==> src/hw/rtl/substring_matcher_case_fold_macros.svh <==
// Assertion macros shared by the substring matcher RTL.
// No dependencies; included by the files that carry assertions.
`ifndef SUBSTRING_MATCHER_CASE_FOLD_MACROS_SVH
`define SUBSTRING_MATCHER_CASE_FOLD_MACROS_SVH

// A condition that must hold in the same cycle as its trigger.
`define SCM_ASSERT_SAME(label, clk, rst, trig, cond) \
   label: assert property (@(posedge clk) disable iff (rst) (trig) |-> (cond)) \
      else $error("same-cycle check failed");

// A condition that must hold in the cycle after its trigger.
`define SCM_ASSERT_NEXT(label, clk, rst, trig, cond) \
   label: assert property (@(posedge clk) disable iff (rst) (trig) |=> (cond)) \
      else $error("next-cycle check failed");

`endif

==> src/hw/rtl/scm_pkg.sv <==
// Shared types, constants and helper functions of the substring matcher.
// No dependencies; used by every module of the block.
`timescale 1ns / 1ps

package scm_pkg;

   localparam int PATTERN_MAX = 16;
   localparam int LINE_MAX    = 256;
   localparam int COL_W       = $clog2(LINE_MAX);
   localparam int PIDX_W      = $clog2(PATTERN_MAX);
   localparam int LEN_W       = $clog2(PATTERN_MAX + 1);
   localparam int WIN_DEPTH   = PATTERN_MAX - 1;
   localparam int CNT_W       = $clog2(PATTERN_MAX);
   localparam int CSR_DATA_W  = 64;
   localparam int CSR_IDX_W   = 2;

   localparam logic [CSR_IDX_W-1:0] CSR_PATTERN_LOW  = 2'd0;
   localparam logic [CSR_IDX_W-1:0] CSR_PATTERN_HIGH = 2'd1;
   localparam logic [CSR_IDX_W-1:0] CSR_PATTERN_LEN  = 2'd2;
   localparam logic [CSR_IDX_W-1:0] CSR_IGNORE_CASE  = 2'd3;

   typedef struct packed {
      logic [7:0]       text_byte;
      logic             line_begin;
      logic [COL_W-1:0] begin_column;
   } req_payload_type;

   typedef struct packed {
      logic             match_found;
      logic [COL_W-1:0] match_column;
   } rsp_payload_type;

   typedef struct packed {
      logic [8*PATTERN_MAX-1:0] pattern;
      logic [4:0]               pattern_length;
      logic                     ignore_case;
   } cfg_type;

   // Fold ASCII a-z to A-Z when folding is enabled.
   function automatic logic [7:0] fold(input logic [7:0] c, input logic enable);
      logic [7:0] r;
      r = c;
      if (enable && c >= 8'h61 && c <= 8'h7A) begin
         r = c - 8'h20;
      end
      return r;
   endfunction

   function automatic logic [7:0] pattern_byte(input logic [8*PATTERN_MAX-1:0] pat,
                                               input logic [PIDX_W-1:0] idx);
      return pat[8*idx +: 8];
   endfunction

endpackage

==> src/hw/rtl/scm_csr.sv <==
// Configuration registers of the substring matcher.
// Depends on scm_pkg for register codes and the configuration struct.
`timescale 1ns / 1ps

module scm_csr (
   input  logic                                clock,
   input  logic                                reset,
   input  logic                                csr_wen,
   input  logic [scm_pkg::CSR_IDX_W-1:0]       csr_index,
   input  logic [scm_pkg::CSR_DATA_W-1:0]      csr_wdata,
   output scm_pkg::cfg_type                    cfg
);

   logic [63:0] pattern_low_ff,  pattern_low_in;
   logic [63:0] pattern_high_ff, pattern_high_in;
   logic [4:0]  pattern_length_ff, pattern_length_in;
   logic        ignore_case_ff, ignore_case_in;

   always_comb begin
      pattern_low_in    = pattern_low_ff;
      pattern_high_in   = pattern_high_ff;
      pattern_length_in = pattern_length_ff;
      ignore_case_in    = ignore_case_ff;
      if (csr_wen) begin
         unique case (csr_index)
            scm_pkg::CSR_PATTERN_LOW:  pattern_low_in    = csr_wdata;
            scm_pkg::CSR_PATTERN_HIGH: pattern_high_in   = csr_wdata;
            scm_pkg::CSR_PATTERN_LEN:  pattern_length_in = csr_wdata[4:0];
            scm_pkg::CSR_IGNORE_CASE:  ignore_case_in    = csr_wdata[0];
            default: ;
         endcase
      end
   end

   always_ff @(posedge clock) begin
      if (reset) begin
         pattern_low_ff    <= '0;
         pattern_high_ff   <= '0;
         pattern_length_ff <= 5'd1;
         ignore_case_ff    <= 1'b0;
      end else begin
         pattern_low_ff    <= pattern_low_in;
         pattern_high_ff   <= pattern_high_in;
         pattern_length_ff <= pattern_length_in;
         ignore_case_ff    <= ignore_case_in;
      end
   end

   assign cfg.pattern        = {pattern_high_ff, pattern_low_ff};
   assign cfg.pattern_length = pattern_length_ff;
   assign cfg.ignore_case    = ignore_case_ff;

endmodule

==> src/hw/rtl/scm_core.sv <==
// Window of recent line bytes, column tracking and the parallel pattern compare.
// Depends on scm_pkg for types, sizes and the fold and pattern byte helpers.
`timescale 1ns / 1ps

module scm_core (
   input  logic                      clock,
   input  logic                      reset,
   input  scm_pkg::cfg_type          cfg,
   input  scm_pkg::req_payload_type  item,
   input  logic                      advance,
   output scm_pkg::rsp_payload_type  result
);

   logic [7:0]                   window_ff [scm_pkg::WIN_DEPTH];
   logic [7:0]                   window_in [scm_pkg::WIN_DEPTH];
   logic [scm_pkg::COL_W-1:0]    column_ff, column_in;
   logic [scm_pkg::CNT_W-1:0]    count_ff, count_in;
   logic [scm_pkg::CNT_W-1:0]    count_eff;
   logic [scm_pkg::LEN_W-1:0]    len_eff;
   logic [scm_pkg::LEN_W-1:0]    pidx;
   logic [7:0]                   text_c;
   logic                         hit;

   // Saturate the configured length into the range one to PATTERN_MAX.
   always_comb begin
      if (cfg.pattern_length == 5'd0) begin
         len_eff = scm_pkg::LEN_W'(1);
      end else if (cfg.pattern_length > 5'(scm_pkg::PATTERN_MAX)) begin
         len_eff = scm_pkg::LEN_W'(scm_pkg::PATTERN_MAX);
      end else begin
         len_eff = scm_pkg::LEN_W'(cfg.pattern_length);
      end
   end

   always_comb begin
      column_in = item.line_begin ? item.begin_column : column_ff + 1'b1;
      count_eff = item.line_begin ? '0 : count_ff;
      count_in  = (count_eff < scm_pkg::CNT_W'(scm_pkg::WIN_DEPTH)) ?
                  count_eff + 1'b1 : count_eff;
      window_in[0] = item.text_byte;
      for (int k = 1; k < scm_pkg::WIN_DEPTH; k++) begin
         window_in[k] = window_ff[k-1];
      end
   end

   // Byte k back from the newest is compared with pattern byte len-1-k.
   always_comb begin
      hit    = ({1'b0, count_eff} + scm_pkg::LEN_W'(1)) >= len_eff;
      pidx   = '0;
      text_c = '0;
      for (int k = 0; k < scm_pkg::PATTERN_MAX; k++) begin
         if (k == 0) begin
            text_c = item.text_byte;
         end else begin
            text_c = window_ff[k-1];
         end
         pidx = len_eff - scm_pkg::LEN_W'(1) - scm_pkg::LEN_W'(k);
         if (scm_pkg::LEN_W'(k) < len_eff) begin
            if (scm_pkg::fold(text_c, cfg.ignore_case) !=
                scm_pkg::fold(scm_pkg::pattern_byte(cfg.pattern,
                                                    pidx[scm_pkg::PIDX_W-1:0]),
                              cfg.ignore_case)) begin
               hit = 1'b0;
            end
         end
      end
   end

   assign result.match_found  = hit;
   assign result.match_column = hit ?
      column_in - scm_pkg::COL_W'(len_eff - scm_pkg::LEN_W'(1)) : '0;

   always_ff @(posedge clock) begin
      if (reset) begin
         column_ff <= '0;
         count_ff  <= '0;
      end else if (advance) begin
         column_ff <= column_in;
         count_ff  <= count_in;
      end
   end

   always_ff @(posedge clock) begin
      if (advance) begin
         window_ff <= window_in;
      end
   end

endmodule

==> src/hw/rtl/substring_matcher_case_fold.sv <==
// Top level of the case-folding substring matcher: handshakes and stage registers.
// Depends on scm_pkg, scm_csr, scm_core and substring_matcher_case_fold_macros.svh.
//
//   Channel  | Direction | Beat contents                         | Handshake
//   req_     | in        | text_byte, line_begin, begin_column   | valid / stall
//   rsp_     | out       | match_found, match_column             | valid / stall
//   csr_     | in        | register index and 64-bit write data  | write enable
//
// One beat is accepted every cycle while req_stall is low. A beat waits in the input
// register and moves into the result register when that is empty or being taken; its
// result is then offered on rsp_ until it is taken.
// The compare of all sixteen byte positions is done in parallel, combinationally.
// Reset is synchronous and active high; it empties both stages, clears the column
// and the window fill count, and loads the configuration reset values.
// A stall on the result side holds the result register, and the input register
// holds too only when it cannot move on, so stall reaches req_stall in the same cycle.
`timescale 1ns / 1ps
`include "substring_matcher_case_fold_macros.svh"

module substring_matcher_case_fold (
   input  logic                              clock,
   input  logic                              reset,
   input  logic                              req_valid,
   output logic                              req_stall,
   input  scm_pkg::req_payload_type          req_payload,
   output logic                              rsp_valid,
   input  logic                              rsp_stall,
   output scm_pkg::rsp_payload_type          rsp_payload,
   input  logic                              csr_wen,
   input  logic [scm_pkg::CSR_IDX_W-1:0]     csr_index,
   input  logic [scm_pkg::CSR_DATA_W-1:0]    csr_wdata
);

   scm_pkg::cfg_type          cfg;
   scm_pkg::req_payload_type  s1_item_ff, s1_item_in;
   logic                      s1_valid_ff, s1_valid_in;
   scm_pkg::rsp_payload_type  out_data_ff, out_data_in;
   logic                      out_valid_ff, out_valid_in;
   scm_pkg::rsp_payload_type  core_result;
   logic                      advance;
   logic                      accept;

   scm_csr u_csr (
      .clock     (clock),
      .reset     (reset),
      .csr_wen   (csr_wen),
      .csr_index (csr_index),
      .csr_wdata (csr_wdata),
      .cfg       (cfg)
   );

   // The window state moves only when the held beat passes into the result register.
   scm_core u_core (
      .clock   (clock),
      .reset   (reset),
      .cfg     (cfg),
      .item    (s1_item_ff),
      .advance (advance),
      .result  (core_result)
   );

   // The input register moves on when the result register is empty or being taken.
   assign advance   = s1_valid_ff && (!out_valid_ff || !rsp_stall);
   assign req_stall = s1_valid_ff && !advance;
   assign accept    = req_valid && !req_stall;

   always_comb begin
      s1_item_in  = accept ? req_payload : s1_item_ff;
      s1_valid_in = accept ? 1'b1 : (advance ? 1'b0 : s1_valid_ff);
      out_data_in = advance ? core_result : out_data_ff;
      if (advance) begin
         out_valid_in = 1'b1;
      end else if (out_valid_ff && !rsp_stall) begin
         out_valid_in = 1'b0;
      end else begin
         out_valid_in = out_valid_ff;
      end
   end

   always_ff @(posedge clock) begin
      if (reset) begin
         s1_valid_ff  <= 1'b0;
         out_valid_ff <= 1'b0;
      end else begin
         s1_valid_ff  <= s1_valid_in;
         out_valid_ff <= out_valid_in;
      end
   end

   always_ff @(posedge clock) begin
      s1_item_ff  <= s1_item_in;
      out_data_ff <= out_data_in;
   end

   assign rsp_valid   = out_valid_ff;
   assign rsp_payload = out_data_ff;

   // A beat that moves on must leave a result behind it.
   `SCM_ASSERT_NEXT(a_advance_fills_out, clock, reset, advance, out_valid_ff)
   // A held beat keeps its contents until it can move on.
   `SCM_ASSERT_NEXT(a_s1_holds, clock, reset, s1_valid_ff && !advance,
                    s1_valid_ff && $stable(s1_item_ff))
   // Back-pressure upstream only when both stages are occupied.
   `SCM_ASSERT_SAME(a_stall_when_full, clock, reset, req_stall,
                    s1_valid_ff && out_valid_ff && rsp_stall)
   // A result without a match carries column zero.
   `SCM_ASSERT_SAME(a_nomatch_column, clock, reset,
                    out_valid_ff && !out_data_ff.match_found,
                    out_data_ff.match_column == '0)

endmodule

==> config.mk <==
export PLATFORM = sky130hd
export DESIGN_NAME = substring_matcher_case_fold
export DESIGN_NICKNAME = d
export VERILOG_FILES = /design/src/hw/rtl/scm_pkg.sv /design/src/hw/rtl/scm_csr.sv /design/src/hw/rtl/scm_core.sv /design/src/hw/rtl/substring_matcher_case_fold.sv
export VERILOG_INCLUDE_DIRS = /design/src /design/src/hw/rtl
export SDC_FILE = /design/constraint.sdc
export NUM_CORES = 1
export LEC_CHECK = 0
export BUFFER_PORTS_ARGS = -buffer_cell sky130_fd_sc_hd__buf_2
export CORE_MARGIN = 2
export CORE_UTILIZATION = 35
export DETAILED_ROUTE_END_ITERATION = 8
export PLACE_DENSITY = 0.46
export SYNTH_ARGS = -nofsm -noshare
export SYNTH_HDL_FRONTEND = slang
export SYNTH_HIERARCHICAL = 1
export SYNTH_SLANG_ARGS = --single-unit
==> constraint.sdc <==
create_clock -name clock -period 41.3 [get_ports clock]
set_clock_uncertainty 0.05 [all_clocks]
set_input_delay 10.325 -clock clock [delete_from_list [all_inputs] [get_ports clock]]
set_output_delay 10.325 -clock clock [all_outputs]
set_load 0.02 [all_outputs]
* Word level (Yosys, flattened, before mapping)
Index checks and enable logic that the tools add are counted.
Storage, ports and cells: bits in registers 294, input bits 88, logic and storage cells 385
Cells by class: $add $sub $neg 53, magnitude comparators 83, eq/ne operators 19, shift-type cells 16, muxes and demuxes 105, reduce and logical (&&, ||, !) cells 81
Operator list (count):
- $shiftx A128 B8 Y8 | 16
- $mux W8 | 65
- $ge A8 B7 Y1 const B | 32
- $le A8 B7 Y1 const B | 32
- $sub A8 B6 Y8 const B | 32
- $ne A8 B8 Y1 | 16
- $logic_and A1 B1 Y1 | 68
- $lt A4 B5 Y1 const A | 8
- $mux W1 | 36
- $sub A4 B4 Y4 const B | 8
- $lt A3 B5 Y1 const A | 4
- $sub A4 B3 Y4 const B | 4
- $lt A1 B5 Y1 const A | 2
- $lt A2 B5 Y1 const A | 2
- $mux W5 | 2
- $add A8 B1 Y8 const B | 1
- $mux W4 | 2
- $reduce_and A2 Y1 | 4
- $sub A4 B1 Y4 const B | 2
- $sub A4 B2 Y4 const B | 2
- $sub A8 B8 Y8 | 1
- $sub A5 B1 Y6 const B | 1
- $add A4 B1 Y5 const B | 1
- $ge A5 B5 Y1 | 1
- 10 further kinds | 15

* Depth between registers and ports, before layout
word-level depth 43, depth in mapped cells 26, gate-level depth less buffers 18

* Modules after synthesis
Netlist, hierarchy kept.
Modules (own cells, without submodules):
- scm_core | instances 1, cells each 1847, area each 18158.7 um2, seq. area each 3843.7 um2
- scm_csr | instances 1, cells each 510, area each 5516.5 um2, seq. area each 2682.6 um2
- substring_matcher_case_fold | instances 1, cells each 36, area each 867.1 um2, seq. area each 820.8 um2

* Worst setup path before layout
No wires, ideal clock.
path type input to register, from input rsp_stall, to register u_core/column_ff[3] (netlist bit), library setup time 0.128 ns, arrival time 20.800 ns, data required time 41.122 ns, path slack 20.323 ns, cell stages on the path 5, buffers on the path 2, path through a21boi_0 -> clkbuf_1 -> clkbuf_1 -> mux2i_1 -> nor2_1
On the way: cells in the longest elaborated chain, start to end 3
Ends and longest elaborated chain:
- from (decl) | RTL line substring_matcher_case_fold.sv:27 | input logic rsp_stall,
- $logic_not A1 Y1 | RTL line substring_matcher_case_fold.sv:63 | assign advance = s1_valid_ff && (!out_valid_ff || !rsp_stall);
- $logic_or A1 B1 Y1 | RTL line substring_matcher_case_fold.sv:63
- $logic_and A1 B1 Y1 | RTL line substring_matcher_case_fold.sv:63
- to (signal assigned) | RTL line scm_core.sv:78 | column_ff <= column_in;
- to (decl) | RTL line scm_core.sv:16 | logic [scm_pkg::COL_W-1:0] column_ff, column_in;
Every way passes these cells. A chain may end at the register's enable or synchronous reset.

* Final worst setup path
from input rsp_stall, to output req_stall
On the way: cells in the longest elaborated chain, start to end 5
Ends and longest elaborated chain:
- $logic_not A1 Y1 | RTL line substring_matcher_case_fold.sv:63
- $logic_or A1 B1 Y1 | RTL line substring_matcher_case_fold.sv:63
- $logic_and A1 B1 Y1 | RTL line substring_matcher_case_fold.sv:63
- $logic_not A1 Y1 | RTL line substring_matcher_case_fold.sv:64 | assign req_stall = s1_valid_ff && !advance;
- $logic_and A1 B1 Y1 | RTL line substring_matcher_case_fold.sv:64
- to (decl) | RTL line substring_matcher_case_fold.sv:24 | output logic req_stall,
Every way passes these cells.

==> impl_metrics.json <==
{
  "status": "finished clean",
  "final_util_pct": 38.49,
  "critical_path_arrival_ns": 10.79,
  "yosys.area_share.simple_pct": 16.14,
  "syn_inst": 2393,
  "ctsResizeCount": 0,
  "routedWlPerCell_um": 28.13,
  "diodes": 0,
  "fmax_mhz": 47.24,
  "rsz0062_at_grt": "no",
  "clockBufferDepth": 3,
  "cp-start-kind": "primary input",
  "num_rows": 97,
  "synth_ff_type": "dfxtp_1",
  "cts_max_level": 2,
  "synth_area_leaders": "edfxtp_1, mux2i_1, dfxtp_1, mux4_2, nand2b_1",
  "place.gp.congestion": 0.9983,
  "routed_wirelength_um": 95270,
  "powerDensity_mw_per_mm2": 30.47,
  "yosys.area.top_type": "edfxtp_1",
  "tightest_slew_ns": 1.109,
  "min_path_type": "flip-flop to flip-flop",
  "muxShareOfSynthArea_pct": 30.33,
  "yosysWarningCount": 6,
  "crit_end": "req_stall",
  "grt_pass1_wl_um": 137900,
  "path_max_fanout": 3,
  "initial_core_util_pct": 35.17,
  "p_leak_uw": 0.01037,
  "die_h_um": 268.8,
  "synth_area_sq_mm": 0.02454,
  "cts-hold-fix-buffers": 0,
  "worstRegToRegCells": 21,
  "die-width_um": 268.8,
  "synth-compound-area-share_pct": 11.33,
  "initialDrtViolationCount": 2133,
  "fin_crit_sh_pct": 51.26,
  "dp_hpwl_um": 73440,
  "synth.avg_cell_area_sq_um": 10.26,
  "r2r_slack_ns": 34.05,
  "portBuffers": 98,
  "synth_seq_area_share_pct": 29.94,
  "design_area_sq_mm": 0.02686,
  "drv_cap": 0,
  "finalMaxSlewViolations": 0,
  "crit_start": "rsp_stall",
  "setup-tns-final_ns": 0,
  "grt_usage_pct": 26.20,
  "drc_errors": 0,
  "period_needed_ns": 21.17,
  "synth-edff-count": 146,
  "setup_viol_count_final": 0,
  "placed_area_sq_mm": 0.02577,
  "path_clk_slew_ns": 0.06,
  "whs_ns": 0.3972,
  "yosys.area_share.adder_pct": 2.396,
  "hold_viol": 0,
  "root_buffer": "clkbuf_16",
  "synthXorXnorAreaFrac_pct": 5.358,
  "synth_top_family_by_area": "multiplexers",
  "grt_overflow": 0,
  "synth_seq_cells": 294,
  "grt_max_degree": 132,
  "max_slew_margin_pct": 25.51,
  "drive_above_1_share_pct": 16.92,
  "dieArea_sq_mm": 0.07226,
  "postCtsSetupBuffers": 0,
  "r2r_end": "rsp_payload[0]$_DFFE_PP_",
  "antenna_found_initial": 1,
  "clk-insertion-delay-late_ns": 0.56,
  "core_sq_mm": 0.06979,
  "first_pass_iters": 5,
  "path_class": "primary input to output port",
  "ant_nets": 0,
  "tritoncts": "built",
  "cts_buffers": 34,
  "r2r_start": "u_csr/pattern_length_ff[4]$_SDFFE_PP0P_",
  "end_kind": "output port",
  "final_nets": 2556,
  "vias_per_cell": 6.071,
  "area_growth_pct": 9.437,
  "required_ns": 30.92,
  "max-vdd-ir-drop_mv": 0.02777,
  "synth_top_area_share_pct": 17.86,
  "routed-via-count": 20560,
  "clock-sinks": 294,
  "power_uw": 818.3,
  "io_pins": 99,
  "synth_cell_types": 98,
  "grt_pass1_vias": 19830,
  "async_flop_share_pct": 0
}
[cells by family (layout without fill, tap and decap cells)]
logic type	Yosys count	in the layout
compound gates	389	389
xor+xnor	140	140
flops	294	294
mux	571	571
simple gates	720	720
fa+ha+maj	47	47
other cells	1	2
buf+inv	231	284
[critical path: stages]
cell and delay (ns):
buf_2 0.13, nand3_2 0.10, inv_1 0.08, buf_2 0.16
[placed cells by master, fill, tap and decap left out, types with 8 or more instances in the layout]
cell type  count
dfxtp_1      146
a22oi_1       29
nor2b_1       15
and3_1        13
buf_2         97
mux4_2       131
a21boi_0       9
nand4_1       20
nand2b_1     232
xnor2_1       72
clkbuf_16     35
or2_2         11
o211ai_1      27
o2111ai_1      8
o21a_1        11
nand3_1       42
ha_1          45
and2_1        12
nor2_1        94
o21ai_0       65
a21oi_1       62
inv_1         85
edfxtp_1     146
xor2_1        60
nand2_1      131
o22ai_1       11
a22o_1        11
mux2i_1      389
mux2_2        46
a311oi_1      17
clkinv_1       9
or4_1         16
nor3_1        52
buf_4         36
nor4_1        24
a211oi_1      23
or3_1         18
a21o_1        24
[how the worst min path moves through the flow]
stage,from,end,cells past startpoint
finish,u_core/window_ff[77]$_DFFE_PP_,u_core/window_ff[69]$_DFFE_PP_,0
CTS,u_core/window_ff[77]$_DFFE_PP_,u_core/window_ff[69]$_DFFE_PP_,0
detailed placement,u_core/window_ff[77]$_DFFE_PP_,u_core/window_ff[69]$_DFFE_PP_,0
floorplan,u_core/window_ff[14]$_DFFE_PP_,u_core/text_c[6]$_DFFE_PP_,0
global route,u_core/window_ff[77]$_DFFE_PP_,u_core/window_ff[69]$_DFFE_PP_,0
global placement,u_core/window_ff[78]$_DFFE_PP_,u_core/window_ff[70]$_DFFE_PP_,0
[metal layers]
layer  vias up  GRT usage [%]  share of wire (%)
met3       171          5.151                8.2
met5         -              0                  0
li1       9098              -                  -
met2       926          40.95                 45
met1     10370          35.48                 43
met4         0          10.63                4.5
[synthesized netlist by cell type, types with 12 or more instances]
master	n
mux2i_1	389
nand2b_1	233
dfxtp_1	148
edfxtp_1	146
mux4_2	131
nand2_1	131
nor2_1	95
inv_1	85
xnor2_1	73
clkbuf_1	65
o21ai_0	65
a21oi_1	62
xor2_1	60
nor3_1	52
ha_1	47
mux2_2	46
nand3_1	42
buf_2	34
a22oi_1	29
o211ai_1	27
nor4_1	25
a21o_1	24
a211oi_1	23
buf_4	22
nand4_1	20
or3_1	18
a311oi_1	17
nor2b_1	16
or4_1	16
buf_6	15
and3_1	13
and2_1	12
[flip-flops by register name (all words and copies together), names as in the netlist]
signal and cells:
u_core/window_ff 112, u_csr/pattern_high_ff 64, u_csr/pattern_low_ff 64, s1_item_ff 17
rsp_payload 9, u_core/column_ff 8, u_core/text_c 8, u_csr/pattern_length_ff 5
u_core/count_ff 4, rsp_valid 1, s1_valid_ff 1, u_csr/ignore_case_ff 1
[per-stage QoR]
stage               setup WS, ns  std cells
finish                     20.13       3387
floorplan                  20.32       2394
CTS                        20.13       3387
global route               20.09       3387
detailed placement         20.13       3325
global placement           20.12       3325
[where the power goes]
group	leakage, uW	internal, uW	total [uW]	switching [uW]
sequential	0.00259	319	337	18.2
combinational	0.00725	72.4	181	109
clock	0.000530	172	300	127
total	0.0104	564	818	255
[area by class of cell]
cell class	count	area (sq um)
fillers	6891	42930
multi-input cells	1869	16150
flip-flops and latches	294	7350
well taps	940	1176
clock buffers	42	922.1
repair buffers	133	755.7
inverters	89	336.6
clock inverters	20	163.9
(Power assumes the default switching activity.)
